**src/design/ubxr_pkg.sv**
```systemverilog
// ubxr_pkg: shared constants and types for the ubx frame receiver
// no dependencies; used by the parser and the top level

package ubxr_pkg;

    // sync pattern that opens every frame
    localparam logic [7:0] SYNC_FIRST  = 8'hB5;
    localparam logic [7:0] SYNC_SECOND = 8'h62;

    // configuration register defaults and map
    localparam int unsigned   PADDR_W          = 3;
    localparam logic [15:0]   MAX_LEN_RST      = 16'd1024;
    localparam logic          REG_IDX_MAX_LEN  = 1'b0;

    // frame report codes
    typedef enum logic [1:0] {
        ST_GOOD     = 2'd0,
        ST_BAD_CK   = 2'd1,
        ST_TOO_LONG = 2'd2
    } t_status;

    // parser phase, one-hot
    typedef enum logic [7:0] {
        PH_HUNT    = 8'b0000_0001,
        PH_SYNC2   = 8'b0000_0010,
        PH_CLASS   = 8'b0000_0100,
        PH_ID      = 8'b0000_1000,
        PH_LEN_LO  = 8'b0001_0000,
        PH_LEN_HI  = 8'b0010_0000,
        PH_PAYLOAD = 8'b0100_0000,
        PH_CK      = 8'b1000_0000
    } t_phase;

    // one frame report
    typedef struct packed {
        t_status     status;
        logic [7:0]  msg_class;
        logic [7:0]  msg_id;
        logic [15:0] payload_len;
    } t_result;

endpackage

```
**src/design/ubxr_if.sv**
```systemverilog
// ubxr_if: valid/ready channels for the receiver byte stream and the frame reports
// depends on nothing; payload widths follow the field definitions

interface ubxr_byte_if;
    logic       valid;
    logic       ready;
    logic [7:0] rx_byte;

    modport source (output valid, output rx_byte, input ready);
    modport sink   (input valid, input rx_byte, output ready);
endinterface

interface ubxr_frame_if;
    logic        valid;
    logic        ready;
    logic [1:0]  frame_status;
    logic [7:0]  msg_class;
    logic [7:0]  msg_id;
    logic [15:0] payload_len;

    modport source (output valid, output frame_status, output msg_class,
                    output msg_id, output payload_len, input ready);
    modport sink   (input valid, input frame_status, input msg_class,
                    input msg_id, input payload_len, output ready);
endinterface

```
**src/design/ubxr_parser.sv**
```systemverilog
// ubxr_parser: frame state machine, fletcher sums and length check
// depends on ubxr_pkg; one byte per cycle, report comes out combinationally

module ubxr_parser (
    input  logic                 i_clk,
    input  logic                 i_rst_n,
    input  logic                 i_byte_vld,
    input  logic [7:0]           i_byte,
    input  logic [15:0]          i_max_len,
    output logic                 o_res_vld,
    output ubxr_pkg::t_result    o_res
);

    ubxr_pkg::t_phase r_phase, n_phase;
    logic [7:0]  r_class, n_class;
    logic [7:0]  r_id, n_id;
    logic [15:0] r_len, n_len;
    logic [15:0] r_cnt, n_cnt;
    logic [7:0]  r_sum_a, n_sum_a;
    logic [7:0]  r_sum_b, n_sum_b;
    logic [7:0]  r_ck_a, n_ck_a;

    // fletcher step on the running sums
    logic [7:0]  w_add_a;
    logic [7:0]  w_add_b;
    logic [15:0] w_full_len;
    logic [15:0] w_cnt_inc;

    assign w_add_a    = r_sum_a + i_byte;
    assign w_add_b    = r_sum_b + w_add_a;
    assign w_full_len = {i_byte, r_len[7:0]};
    assign w_cnt_inc  = r_cnt + 16'd1;

    // next state for one byte
    always_comb begin
        n_phase   = r_phase;
        n_class   = r_class;
        n_id      = r_id;
        n_len     = r_len;
        n_cnt     = r_cnt;
        n_sum_a   = r_sum_a;
        n_sum_b   = r_sum_b;
        n_ck_a    = r_ck_a;
        o_res_vld = 1'b0;
        o_res     = '{status: ubxr_pkg::ST_GOOD, msg_class: r_class,
                      msg_id: r_id, payload_len: r_len};
        if (i_byte_vld) begin
            unique case (r_phase)
                ubxr_pkg::PH_HUNT: begin
                    if (i_byte == ubxr_pkg::SYNC_FIRST) begin
                        n_phase = ubxr_pkg::PH_SYNC2;
                    end
                end
                ubxr_pkg::PH_SYNC2: begin
                    // repeated first sync byte keeps waiting
                    if (i_byte == ubxr_pkg::SYNC_SECOND) begin
                        n_phase = ubxr_pkg::PH_CLASS;
                    end else if (i_byte != ubxr_pkg::SYNC_FIRST) begin
                        n_phase = ubxr_pkg::PH_HUNT;
                    end
                end
                ubxr_pkg::PH_CLASS: begin
                    n_class = i_byte;
                    n_sum_a = i_byte;
                    n_sum_b = i_byte;
                    n_phase = ubxr_pkg::PH_ID;
                end
                ubxr_pkg::PH_ID: begin
                    n_id    = i_byte;
                    n_sum_a = w_add_a;
                    n_sum_b = w_add_b;
                    n_phase = ubxr_pkg::PH_LEN_LO;
                end
                ubxr_pkg::PH_LEN_LO: begin
                    n_len   = {8'd0, i_byte};
                    n_sum_a = w_add_a;
                    n_sum_b = w_add_b;
                    n_phase = ubxr_pkg::PH_LEN_HI;
                end
                ubxr_pkg::PH_LEN_HI: begin
                    n_len   = w_full_len;
                    n_sum_a = w_add_a;
                    n_sum_b = w_add_b;
                    n_cnt   = '0;
                    if (w_full_len > i_max_len) begin
                        // oversize frame is reported and dropped here
                        n_phase           = ubxr_pkg::PH_HUNT;
                        o_res_vld         = 1'b1;
                        o_res.status      = ubxr_pkg::ST_TOO_LONG;
                        o_res.payload_len = w_full_len;
                    end else if (w_full_len == 16'd0) begin
                        n_phase = ubxr_pkg::PH_CK;
                        n_cnt   = 16'd1;
                    end else begin
                        n_phase = ubxr_pkg::PH_PAYLOAD;
                    end
                end
                ubxr_pkg::PH_PAYLOAD: begin
                    n_sum_a = w_add_a;
                    n_sum_b = w_add_b;
                    n_cnt   = w_cnt_inc;
                    if (w_cnt_inc >= r_len) begin
                        n_phase = ubxr_pkg::PH_CK;
                        n_cnt   = 16'd1;
                    end
                end
                ubxr_pkg::PH_CK: begin
                    // count 1 marks the first checksum byte, 0 the second
                    if (r_cnt[0]) begin
                        n_ck_a = i_byte;
                        n_cnt  = '0;
                    end else begin
                        n_phase   = ubxr_pkg::PH_HUNT;
                        o_res_vld = 1'b1;
                        if (r_sum_a == r_ck_a && r_sum_b == i_byte) begin
                            o_res.status = ubxr_pkg::ST_GOOD;
                        end else begin
                            o_res.status = ubxr_pkg::ST_BAD_CK;
                        end
                    end
                end
                default: begin
                    n_phase = ubxr_pkg::PH_HUNT;
                end
            endcase
        end
    end

    // phase register
    always_ff @(posedge i_clk) begin
        if (!i_rst_n) begin
            r_phase <= ubxr_pkg::PH_HUNT;
        end else begin
            r_phase <= n_phase;
        end
    end

    // frame fields and sums
    always_ff @(posedge i_clk) begin
        r_class <= n_class;
        r_id    <= n_id;
        r_len   <= n_len;
        r_cnt   <= n_cnt;
        r_sum_a <= n_sum_a;
        r_sum_b <= n_sum_b;
        r_ck_a  <= n_ck_a;
    end

endmodule

```
**src/design/ubx_frame_receiver.sv**
```systemverilog
// ubx_frame_receiver: ubx frame parser with fletcher-8 check and apb limit register
// depends on ubxr_pkg, ubxr_if and ubxr_parser
//
//  channel   dir  handshake      payload
//  i_rx      in   valid/ready    rx_byte[7:0]
//  o_frame   out  valid/ready    frame_status[1:0] msg_class msg_id payload_len[15:0]
//  apb       in   psel/penable   max_payload_len at byte address 0
//
// one byte per cycle while i_rx.ready is high; the report for the byte that closes
// the frame (second checksum byte, or high length byte of an oversize frame) is
// registered into the output register, or into the one-entry skid stage while a
// report waits, so input keeps flowing; i_rx.ready drops only when both are full.
// synchronous active-low reset returns to sync hunting with the limit at 1024.

module ubx_frame_receiver (
    input  logic                          i_clk,
    input  logic                          i_rst_n,
    ubxr_byte_if.sink                     i_rx,
    ubxr_frame_if.source                  o_frame,
    input  logic                          psel,
    input  logic                          penable,
    input  logic                          pwrite,
    input  logic [ubxr_pkg::PADDR_W-1:0]  paddr,
    input  logic [31:0]                   pwdata,
    output logic [31:0]                   prdata,
    output logic                          pready
);

    logic [15:0]       r_max_len;
    logic              w_accept;
    logic              w_res_vld;
    ubxr_pkg::t_result w_res;
    logic              w_push;
    logic              w_pop;
    logic              r_out_vld, n_out_vld;
    ubxr_pkg::t_result r_out, n_out;
    logic              r_skd_vld, n_skd_vld;
    ubxr_pkg::t_result r_skd, n_skd;

    // apb register access
    assign pready = 1'b1;

    always_ff @(posedge i_clk) begin
        if (!i_rst_n) begin
            r_max_len <= ubxr_pkg::MAX_LEN_RST;
        end else if (psel && penable && pwrite &&
                     paddr[2] == ubxr_pkg::REG_IDX_MAX_LEN) begin
            r_max_len <= pwdata[15:0];
        end
    end

    always_comb begin
        prdata = '0;
        if (paddr[2] == ubxr_pkg::REG_IDX_MAX_LEN) begin
            prdata = {16'd0, r_max_len};
        end
    end

    // byte transaction
    assign i_rx.ready = !r_skd_vld;
    assign w_accept   = i_rx.valid && !r_skd_vld;

    ubxr_parser u_parser (
        .i_clk      (i_clk),
        .i_rst_n    (i_rst_n),
        .i_byte_vld (w_accept),
        .i_byte     (i_rx.rx_byte),
        .i_max_len  (r_max_len),
        .o_res_vld  (w_res_vld),
        .o_res      (w_res)
    );

    // output register with skid stage
    assign w_push = w_accept && w_res_vld;
    assign w_pop  = r_out_vld && o_frame.ready;

    always_comb begin
        n_out_vld = r_out_vld;
        n_out     = r_out;
        n_skd_vld = r_skd_vld;
        n_skd     = r_skd;
        if (r_out_vld && !w_pop) begin
            if (w_push) begin
                n_skd_vld = 1'b1;
                n_skd     = w_res;
            end
        end else if (r_skd_vld) begin
            n_out_vld = 1'b1;
            n_out     = r_skd;
            n_skd_vld = 1'b0;
        end else begin
            n_out_vld = w_push;
            n_out     = w_res;
        end
    end

    always_ff @(posedge i_clk) begin
        if (!i_rst_n) begin
            r_out_vld <= 1'b0;
            r_skd_vld <= 1'b0;
        end else begin
            r_out_vld <= n_out_vld;
            r_skd_vld <= n_skd_vld;
        end
    end

    always_ff @(posedge i_clk) begin
        r_out <= n_out;
        r_skd <= n_skd;
    end

    // frame report transaction
    assign o_frame.valid        = r_out_vld;
    assign o_frame.frame_status = r_out.status;
    assign o_frame.msg_class    = r_out.msg_class;
    assign o_frame.msg_id       = r_out.msg_id;
    assign o_frame.payload_len  = r_out.payload_len;

endmodule
```
**src/flat_wrapper.sv**
```systemverilog
// flat-port wrapper written by rule: the top's interface ports become plain ports
module ubx_frame_receiver_flat 
  (i_clk, i_rst_n, psel, penable, pwrite, paddr, pwdata, prdata, pready, i_rx_valid, i_rx_rx_byte, i_rx_ready, o_frame_valid, o_frame_frame_status, o_frame_msg_class, o_frame_msg_id, o_frame_payload_len, o_frame_ready);
  ubxr_byte_if i_rx_i ();
  ubxr_frame_if o_frame_i ();
  input  logic i_clk;
  input  logic i_rst_n;
  input  logic psel;
  input  logic penable;
  input  logic pwrite;
  input  logic [ubxr_pkg::PADDR_W-1:0] paddr;
  input  logic [31:0] pwdata;
  output logic [31:0] prdata;
  output logic pready;
  input wire logic [$bits(i_rx_i.valid)-1:0] i_rx_valid;
  input wire logic [$bits(i_rx_i.rx_byte)-1:0] i_rx_rx_byte;
  output wire logic [$bits(i_rx_i.ready)-1:0] i_rx_ready;
  output wire logic [$bits(o_frame_i.valid)-1:0] o_frame_valid;
  output wire logic [$bits(o_frame_i.frame_status)-1:0] o_frame_frame_status;
  output wire logic [$bits(o_frame_i.msg_class)-1:0] o_frame_msg_class;
  output wire logic [$bits(o_frame_i.msg_id)-1:0] o_frame_msg_id;
  output wire logic [$bits(o_frame_i.payload_len)-1:0] o_frame_payload_len;
  input wire logic [$bits(o_frame_i.ready)-1:0] o_frame_ready;
  assign i_rx_i.valid = i_rx_valid;
  assign i_rx_i.rx_byte = i_rx_rx_byte;
  assign i_rx_ready = i_rx_i.ready;
  assign o_frame_valid = o_frame_i.valid;
  assign o_frame_frame_status = o_frame_i.frame_status;
  assign o_frame_msg_class = o_frame_i.msg_class;
  assign o_frame_msg_id = o_frame_i.msg_id;
  assign o_frame_payload_len = o_frame_i.payload_len;
  assign o_frame_i.ready = o_frame_ready;
  ubx_frame_receiver u_core (.i_clk(i_clk), .i_rst_n(i_rst_n), .i_rx(i_rx_i), .o_frame(o_frame_i), .psel(psel), .penable(penable), .pwrite(pwrite), .paddr(paddr), .pwdata(pwdata), .prdata(prdata), .pready(pready));
endmodule
```
**config.mk**
```make
export PLATFORM = sky130hd
export DESIGN_NAME = ubx_frame_receiver_flat
export DESIGN_NICKNAME = d
export VERILOG_FILES = /design/src/design/ubxr_pkg.sv /design/src/design/ubxr_if.sv /design/src/design/ubxr_parser.sv /design/src/design/ubx_frame_receiver.sv /design/src/flat_wrapper.sv
export SDC_FILE = /design/constraint.sdc
export NUM_CORES = 1
export LEC_CHECK = 0
export BUFFER_PORTS_ARGS = -buffer_cell sky130_fd_sc_hd__buf_2
export CAP_MARGIN = 20
export CORE_UTILIZATION = 55
export CTS_CLUSTER_DIAMETER = 120
export DETAILED_ROUTE_END_ITERATION = 16
export PLACE_DENSITY = 0.77
export SLEW_MARGIN = 20
export SYNTH_ARGS = -nofsm -noshare
export SYNTH_HDL_FRONTEND = slang
export SYNTH_HIERARCHICAL = 1
export SYNTH_SLANG_ARGS = --single-unit
```
**constraint.sdc**
```tcl
create_clock -name i_clk -period 4 [get_ports i_clk]
set_input_delay 0.8 -clock i_clk [delete_from_list [all_inputs] [get_ports i_clk]]
set_output_delay 0.8 -clock i_clk [all_outputs]
set_load 0.01 [all_outputs]
```
Word-level counts from Yosys, hierarchy flattened
Cells that the tools add are included.
Storage, ports and cells
  latch bits: 0
  flip-flop bits (word level): 166
  output and inout port bits: 69
  word-level logic and storage cells: 103
  ROM bits: 0
  memories: 0
  input port bits: 50
  RAM bits: 0
Cells by class
  reductions and logical operators: 26
  bitwise logic cells: 2
  mux-type cells: 31
  magnitude comparators: 2
  shift operators: 0
  div/mod/pow operators: 0
  equality and inequality tests: 18
  multipliers: 0
  add/sub/neg operators: 3
Operators by type and width (count)
  16-bit two-way mux: 6
  8-bit case mux with 8 select lines: 1
  8-bit two-way mux: 7
  16-bit case mux with 3 select lines: 1
  34-bit two-way mux: 1
  16-bit case mux with 2 select lines: 1
  8-bit case mux with 2 select lines: 2
  16-bit by 1-bit adder with 16-bit output, second input constant: 1
  8-bit adder: 2
  8-bit by 7-bit == test with 1-bit output, second input constant: 2
  8-bit == test: 2
  8-bit == test, second input constant: 2
  16-bit >= comparator: 1
  16-bit greater-than comparator: 1
  16-bit zero test: 1
  2-bit AND reduction: 7
  3-bit AND reduction: 3
  8-bit by 1-bit == test with 1-bit output, second input constant: 1
  8-bit by 2-bit == test with 1-bit output, second input constant: 1
  8-bit by 3-bit == test with 1-bit output, second input constant: 1
  8-bit by 4-bit == test with 1-bit output, second input constant: 1
  8-bit by 5-bit == test with 1-bit output, second input constant: 1
  8-bit by 6-bit == test with 1-bit output, second input constant: 1
  1-bit logical AND: 8
  13 further kinds: 27

Longest topological paths before layout
Gate-level depths: netlist (run 1).
  depth in word-level cells: 7
  mapped depth: 15
  depth with buffers taken out: 15

Modules after synthesis
Netlist (run 1), hierarchy kept.
Modules (own cells, without submodules)
  ubxr_parser: cells each 484, sequential area each 2322.2 µm², area each 5257.5 µm², times used 1
  ubx_frame_receiver: cells each 222, sequential area each 2402.3 µm², area each 3447.1 µm², times used 1

Worst setup path before layout (run 1)
OpenSTA, ideal clock, no wires.
  path kind: input port to flip-flop
  start: input i_rx_rx_byte[7]
  end: register u_core/r_skd[0] in the netlist's numbering (enable)
  path slack: 0.273 ns
  path buffers: 0
  stages: 8
  data arrival time: 3.332 ns
  data required time: 3.605 ns
  library setup time: 0.395 ns
  cell sequence: ha_1 and4_1 nand3_1 o21bai_1 a21boi_0 and2_1 o21a_1 and4b_1
Between the ends
  word-level cells in the longest chain between the ends: 6
RTL lines
  start: declaration: RTL line flat_wrapper.sv:16  | input wire logic [$bits(i_rx_i.rx_byte)-1:0] i_rx_rx_byte;
  16-bit greater-than comparator: RTL line ubxr_parser.sv:85  | if (w_full_len > i_max_len) begin
  1-bit two-way mux: RTL line ubxr_parser.sv:85
  1-bit case mux with 2 select lines: RTL line ubxr_parser.sv:48  | unique case (r_phase)
  1-bit two-way mux: RTL line ubxr_parser.sv:47  | if (i_byte_vld) begin
  net u_core.w_res_vld: RTL line ubx_frame_receiver.sv:31  | logic w_res_vld;
  1-bit logical AND: RTL line ubx_frame_receiver.sv:74  | assign w_push = w_accept && w_res_vld;
  2-bit AND reduction (no source line)
  end signal: assignment: RTL line ubx_frame_receiver.sv:109  | r_skd <= n_skd;
  end: declaration: RTL line ubx_frame_receiver.sv:38  | ubxr_pkg::t_result r_skd, n_skd;
The timed path passes the listed nets, and every way through them passes these cells.
A chain may end at the register's enable or synchronous reset.

Worst setup path after layout (run 1)
  start: register u_core.u_parser.r_cnt[3]
  end: register u_core.u_parser.r_phase[6]
Between the ends
  word-level cells in the longest chain between the ends: 4
RTL lines
  start: declaration: RTL line ubxr_parser.sv:18  | logic [15:0] r_cnt, n_cnt;
  start signal: assignment: RTL line ubxr_parser.sv:143  | r_cnt <= n_cnt;
  16-bit by 1-bit adder with 16-bit output: RTL line ubxr_parser.sv:32  | assign w_cnt_inc = r_cnt + 16'd1;
  16-bit >= comparator: RTL line ubxr_parser.sv:102  | if (w_cnt_inc >= r_len) begin
  2-bit != test (no source line)
  5-bit AND reduction (no source line)
  end signal: assignment: RTL line ubxr_parser.sv:132  | r_phase <= ubxr_pkg::PH_HUNT;
  end signal: assignment: RTL line ubxr_parser.sv:134  | r_phase <= n_phase;
  end: declaration: RTL line ubxr_parser.sv:14  | ubxr_pkg::t_phase r_phase, n_phase;
No other way between the ends.

==> impl_metrics.csv, run 1 <==
group,metric,value,unit
sta,fmax,0.266,GHz
worst_setup_path,crit_type,"reg2reg",
worst_setup_path,critPathCaptureType,"flip-flop",
worst_setup_path,path_common_cell,"or4_4",
power_and_ir_drop,p_int,2830,uW
clock_network,clockBufferDepth,2,
sta,drv_slew,0,
cells_and_area,layout.nets,897,
route,antenna_left,0,
synth,ys_ff_latch,166,
global_routing,overflow,0,
synth,synthTopCellsByArea,"edfxtp_1, ha_1, dfxtp_1",
worst_setup_path,start_kind,"flip-flop",
global_routing,grt.total_usage,23.0,%
worst_hold_path,hp-class,"reg2reg",
clock_network,clk_latency,0.43,ns
worst_setup_path,setup.worst_path.start,"u_core/u_parser/r_cnt[3]",
run_status,status,"finished clean",
route,first_pass_iters,5,
power_and_ir_drop,comb_power_share,5.7,%
worst_hold_path,hp-start,"u_core/u_parser/r_id[1]",
die,start_util,56.8,%
die,coreArea,15300,sq um
sta,setup_violations,0,
synth,synth_area,8700,sq um
route,drc,0,
place,dp_hpwl,12500,um
power_and_ir_drop,powerDensity,372,nW/um^2
power_and_ir_drop,pwr-share-seq,50.7,%
die,row_count,45,
power_and_ir_drop,p_clk_share,43.6,%
synth,synth_edf_count,140,
global_routing,antenna_found_initial,0,
worst_setup_path,cp_max_fo,6,
route,num_vias,5543,
place,gp_congestion,0.827,
clock_network,cts_buffers,17,
worst_setup_path,max_stage_delay,0.59,ns
sta,skew,0.0100,ns
power_and_ir_drop,swShare,23.1,%
die,die_w,128,um
global_routing,grt_pass1_vias,5544,
sta,final_hold_viol_count,0,
clock_network,numClockSinks,166,
power_and_ir_drop,ir_drop,256,uV
sta,hold_slack,0.446,ns
route,totalWireLength,17700,um
synth,async_flop_share,0,%
worst_setup_path,cp_num_buf_inv,1,
synth,synth_top_area_share,48.3,%
cells_and_area,diodes,0,
global_routing,grt_pass1_wl,28300,um
place,io_buffer_count,83,
worst_setup_path,worstReg2RegStart,"u_core/u_parser/r_cnt[3]",
sta,worst_pin_slew,1.01,ns
worst_setup_path,cp.arrival,4.13,ns
synth,synth_area_leader_cell,"edfxtp_1",
worst_setup_path,cp_cell_sequence,"nand3_1 -> nor2_2 -> nand2_1 -> or4_4 -> nor3_2 -> xor2_1 -> ha_1 -> nand4_1 -> or4_4 -> o2111ai_4 -> nand3_4 -> buf_4 -> nor4b_4 -> a32o_1",
synth,synth_top_flop_cell,"edfxtp_1",
cells_and_area,drive_above_1_share,26.1,%
power_and_ir_drop,total_power,3680,uW
synth,synth.distinct_cells,66,
sta,setup_ws,0.241,ns
sta,period_share,94.0,%
power_and_ir_drop,power.switching,852,uW
synth,netlist_instances,706,
clock_network,clk_pin_slew,0.07,ns
die,num_io_pins,119,
die,dieHeight,128,um
sta,maxSlewHeadroom,32.8,%
synth,ys_warn_count,6,
clock_network,tritoncts,"done",
power_and_ir_drop,p_leak,0.00389,uW
cells_and_area,fin_util,64.7,%
synth,ys_seq_area_share,54.3,%
clock_network,cts_root_buf,"clkbuf_16",
cells_and_area,area_growth,13.8,%
route,viasPerCell,5.42,
place,post-place-ws,0.0773,ns
worst_setup_path,slowest_stage,"or4_4",
run,max-cap-violations,0,
synth,avgSynthCellArea,12.3,sq um
route,drt-initial-drc-count,382,
clock_network,cts.htree.levels,4,
worst_setup_path,required,4.37,ns
route,post_drt_wl_per_cell,17.3,um
sta,tns,0,ns
die,die_area,16300,sq um
global_routing,grt_max_degree,44,
worst_setup_path,cp_top_family,"simple AND/OR/NAND/NOR gates",
sta,period_needed,3.76,ns
-- flip-flops by register name, summed over array words and instances, names as in the netlist, 2 cells and up --
name	cells
u_core/r_skd	34
u_core/u_parser/r_ck_a	8
u_core/o_frame.msg_class	8
u_core/u_parser/r_len	16
u_core/u_parser/r_cnt	16
u_core/u_parser/r_phase	8
u_core/u_parser/r_class	8
u_core/r_max_len	16
u_core/o_frame.frame_status	2
u_core/o_frame.payload_len	16
u_core/u_parser/r_id	8
u_core/o_frame.msg_id	8
u_core/u_parser/r_sum_a	8
u_core/u_parser/r_sum_b	8
-- layout make-up --
cell class	count	area, sq um
Timing Repair Buffer	108	603
Multi-Input combinational cell	455	3550
Clock inverter	14	151
Clock buffer	18	429
Fill cell	1148	5410
Sequential cell	166	4720
Inverter	50	188
Tap cell	211	264
-- Yosys cell counts (4+ instances only) --
cell type and n:
a21o_1 6, a21oi_1 27, and2_1 9, and2b_1 4, and2b_2 6, and3_1 4
buf_2 5, buf_4 25, clkbuf_1 16, dfxtp_1 26, edfxtp_1 140, ha_1 47
inv_1 50, mux2_2 43, mux2_4 7, mux2i_1 18, nand2_1 57, nand2b_1 5
nand3_1 17, nand4_1 6, nand4b_1 4, nor2_1 19, nor2b_1 38, nor3_1 5
nor4_1 9, o21ai_0 16, o21bai_1 4, xnor2_1 17, xor2_1 27
-- power groups by stage --
stage | Combinational [uW] | Sequential (uW) | Clock [uW]
floorplan | 149 | 1900 | 0
CTS | 208 | 1870 | 1640
finish | 210 | 1870 | 1610
global route | 231 | 1870 | 1700
detailed placement | 206 | 1910 | 0
global placement | 197 | 1910 | 0
-- worst register-to-register path: stages (launching register included) --
cell       delay (ns)
edfxtp_1         0.41
nand3_1          0.14
nor2_2           0.14
nand2_1          0.09
or4_4            0.52
nor3_2           0.20
xor2_1           0.10
ha_1             0.32
nand4_1          0.15
or4_4            0.59
o2111ai_4        0.25
nand3_4          0.14
buf_4            0.20
nor4b_4          0.29
a32o_1           0.17
-- through the flow --
step / instance area, sq um / std cells
floorplan: 8760 / 721
global placement: 9290 / 988
detailed placement: 9290 / 988
CTS: 9870 / 1020
global route: 9910 / 1022
finish: 9910 / 1022
-- cells by family after synthesis --
family / count (synthesis) / synth area share, %
AOI/OAI and AO/OA: 72 / 5.52
xor gates and xnor gates: 45 / 4.69
adders and majority gates: 49 / 7.22
buffers and inverters: 100 / 5.82
DFF: 166 / 54.3
muxes: 68 / 8.84
other: 2 / 0.0863
and+or+nand+nor: 204 / 13.6
-- per-layer routing --
| metal | GRT usage [%] | vias up | part of all wire [%] |
|---|---|---|---|
| met5 | 0 | - | 0 |
| met1 | 29.0 | 2675 | 44 |
| li1 | - | 2662 | - |
| met4 | 10.0 | 0 | 2.1 |
| met3 | 4.17 | 25 | 5.8 |
| met2 | 38.8 | 181 | 48 |
-- placed cells by master, fill, tap and decap left out, drive strengths merged, types with 11 or more instances in the layout --
| master | instances |
|---|---|
| nor4 | 11 |
| buf | 108 |
| mux2 | 50 |
| nor2 | 19 |
| xor2 | 27 |
| a21oi | 27 |
| o21ai | 17 |
| clkbuf | 18 |
| ha | 47 |
| conb | 17 |
| xnor2 | 17 |
| nand3 | 18 |
| mux2i | 18 |
| inv | 59 |
| edfxtp | 140 |
| dfxtp | 26 |
| nor2b | 38 |
| nand2 | 59 |
-- repair_timing --
item,CTS,global route
setup buffers,0,2
hold buffers,0,0
gates resized for setup,0,4
endpoints found under the setup margin,0,5
-- worst paths after layout --
| path | cells past startpoint | slack [ns] | endpoint |
|---|---|---|---|
| setup / recovery | 14 | 0.24 | u_core/u_parser/r_phase[6] |
| hold reg to reg | 0 | 0.45 | u_core/r_skd[17] |
| setup reg to reg | 14 | 0.24 | u_core/u_parser/r_phase[6] |
| hold / removal | 0 | 0.45 | u_core/r_skd[17] |
Power figures use the tool's default switching activity.
==> run 2, diff against run 1 <==
ABC_AREA = 1   (was unset)
clock period = 3.6 ns   (was 4 ns; I/O delays follow)
==> impl_metrics.csv, run 2 <==
group,metric,value,unit
synth,synth_adder_area_share,7.07,%
power_and_ir_drop,p_leak,0.00457,uW
sta,worst_pin_slew,0.771,ns
synth,synth_area,8890,sq um
sta,setup_violations,0,
worst_hold_path,hp-class,"reg2reg",
sta,maxSlewHeadroom,48.1,%
sta,period_needed,3.13,ns
cells_and_area,fin_area,9990,sq um
clock_network,numClockSinks,166,
clock_network,cts_setup_buffers,0,
sta,fmax,0.320,GHz
place,dp_hpwl,13400,um
cells_and_area,regMostFlops,"u_core/r_skd",
synth,synth_common_cells,"nand2_1, edfxtp_1, inv_1, nor2_1, ha_1",
synth,async_flop_share,0,%
place,io_buffer_count,83,
synth,synth.distinct_cells,47,
global_routing,grt_use_met2,39.0,%
cells_and_area,area_growth,12.4,%
clock_network,cts_resized,0,
global_routing,grt.total_usage,23.0,%
worst_setup_path,cp_max_fo,13,
global_routing,grt_most_used_layer,"met2",
clock_network,cts_buffers,17,
power_and_ir_drop,powerDensity,419,nW/um^2
global_routing,grt_pass1_wl,29200,um
sta,period_share,86.9,%
route,antenna_left,0,
run,max-cap-violations,0,
power_and_ir_drop,ir_drop,307,uV
sta,final_hold_viol_count,0,
place,place_area,9440,sq um
sta,rsz0062_at_grt,"false",
clock_network,cts.htree.levels,4,
cells_and_area,final_common_cell,"nand2_1",
global_routing,met3_usage,4.62,%
die,num_io_pins,119,
cells_and_area,final_cell_mix,"nand2_1, edfxtp_1, inv_1",
synth,synth_top_area_share,47.3,%
synth,netlist_instances,976,
die,die_area,16700,sq um
route,drc,0,
die,start_util,56.2,%
route,viasPerCell,5.10,
route,drt-initial-drc-count,444,
place,dp_cells,1261,
cells_and_area,stdcell_count,1295,
clock_network,cts_root_buf,"clkbuf_16",
synth,synth-simple-area-share,23.4,%
sta,drv_slew,0,
place,gp_congestion,0.842,
cells_and_area,drive_above_1_share,17.1,%
route,first_pass_iters,5,
clock_network,clk_pin_slew,0.06,ns
synth,synthTopCellsByArea,"edfxtp_1, nand2_1, ha_1",
route,totalWireLength,18300,um
route,num_vias,6603,
synth,synth_area_leader_cell,"edfxtp_1",
synth,avgSynthCellArea,9.11,sq um
synth,synth_compound_area_share,4.66,%
global_routing,antenna_found_initial,0,
die,dieHeight,129,um
sta,setup_ws,0.471,ns
worst_setup_path,crit_type,"reg2reg",
cells_and_area,largest_reg_flops,34,
worst_setup_path,start_kind,"flip-flop",
sta,tns,0,ns
worst_setup_path,cp.arrival,3.41,ns
synth,synth_edf_count,140,
cells_and_area,nFillCells,1292,
clock_network,tritoncts,"done",
die,row_count,46,
run_status,status,"finished clean",
worst_setup_path,critPathCaptureType,"flip-flop",
global_routing,grt_pass1_vias,6090,
synth,ys_seq_area_share,53.2,%
die,die_w,129,um
place,post-place-ws,0.184,ns
synth,synth_top_flop_cell,"edfxtp_1",
synth,synth_mux_area_share,0,%
global_routing,grt_max_degree,38,
route,post_drt_wl_per_cell,14.1,um
cells_and_area,layout.nets,1165,
cells_and_area,diodes,0,
global_routing,grt_use_met1,29.4,%
synth,ys_warn_count,6,
sta,skew,0.00649,ns
global_routing,overflow,0,
synth,synth_top_family_by_area,"simple AND/OR/NAND/NOR gates",
synth,ys_ff_latch,166,
synth,synth.most_common_cell,"nand2_1",
worst_setup_path,required,3.88,ns
clock_network,clockBufferDepth,2,
clock_network,postCtsHoldBufs,0,
die,coreArea,15800,sq um
synth,synth_xor_area_share,1.87,%
clock_network,clk_latency,0.43,ns
[run 2: power breakdown]
| part | leakage, uW | internal [uW] | total (uW) | switching, uW |
|---|---|---|---|---|
| logic | 0.00275 | 145 | 424 | 278 |
| clock network | 0.000255 | 887 | 1640 | 758 |
| registers | 0.00157 | 2100 | 2120 | 24.3 |
[run 2: stage by stage]
| step | power [uW] | util, % | hold slack (ns) |
|---|---|---|---|
| floorplan | 2470 | - | 0.427 |
| global placement | 2560 | 59.7 | 0.431 |
| detailed placement | 2580 | 59.7 | 0.436 |
| CTS | 4200 | 63.0 | 0.453 |
| global route | 4330 | 63.1 | 0.474 |
| finish | 4190 | 63.1 | 0.456 |
[run 2: critical path: stages, from the launching register on]
cell      delay, ns
edfxtp_1       0.38
and3_1         0.22
nand3_1        0.13
nor2_1         0.22
inv_1          0.09
nor4_1         0.34
xnor2_1        0.20
inv_1          0.06
ha_1           0.30
nand2_1        0.10
inv_1          0.06
nand3_1        0.08
inv_1          0.05
a21oi_1        0.26
nand3_4        0.16
buf_4          0.22
nor2_1         0.12
[run 2: cells by family (layout without fill, tap and decap cells)]
group,count (synthesis),in the layout
fa+ha+maj,49,49
other cells,2,17
buf+inv,193,281
flops,166,166
compound gates,75,75
xor+xnor,19,19
simple gates,472,472
[run 2: layout make-up]
cell class	instances	area [sq um]	area share, %
Clock inverter	14	103	1.03
Tap cell	216	270	2.71
Multi-Input combinational cell	632	3360	33.6
Timing Repair Buffer	101	551	5.51
Sequential cell	166	4720	47.3
Clock buffer	18	429	4.30
Inverter	148	558	5.59
[run 2: final timing paths]
kind	cells after the start	from	endpoint	slack, ns
setup reg to reg	16	u_core/u_parser/r_cnt[0]	u_core/u_parser/r_cnt[8]	0.47
hold reg to reg	0	u_core/u_parser/r_id[4]	u_core/r_skd[20]	0.46
setup / recovery	16	u_core/u_parser/r_cnt[0]	u_core/u_parser/r_cnt[8]	0.47
hold / removal	0	u_core/u_parser/r_id[4]	u_core/r_skd[20]	0.46
[run 2: per-layer routing]
| metal | wire length [um] | part of all wire [%] | up-vias |
|---|---|---|---|
| met5 | 0 | 0 | - |
| met4 | 215 | 1.2 | 0 |
| met1 | 8210 | 45 | 3079 |
| met2 | 8920 | 49 | 207 |
| met3 | 954 | 5.2 | 15 |
| li1 | - | - | 3302 |
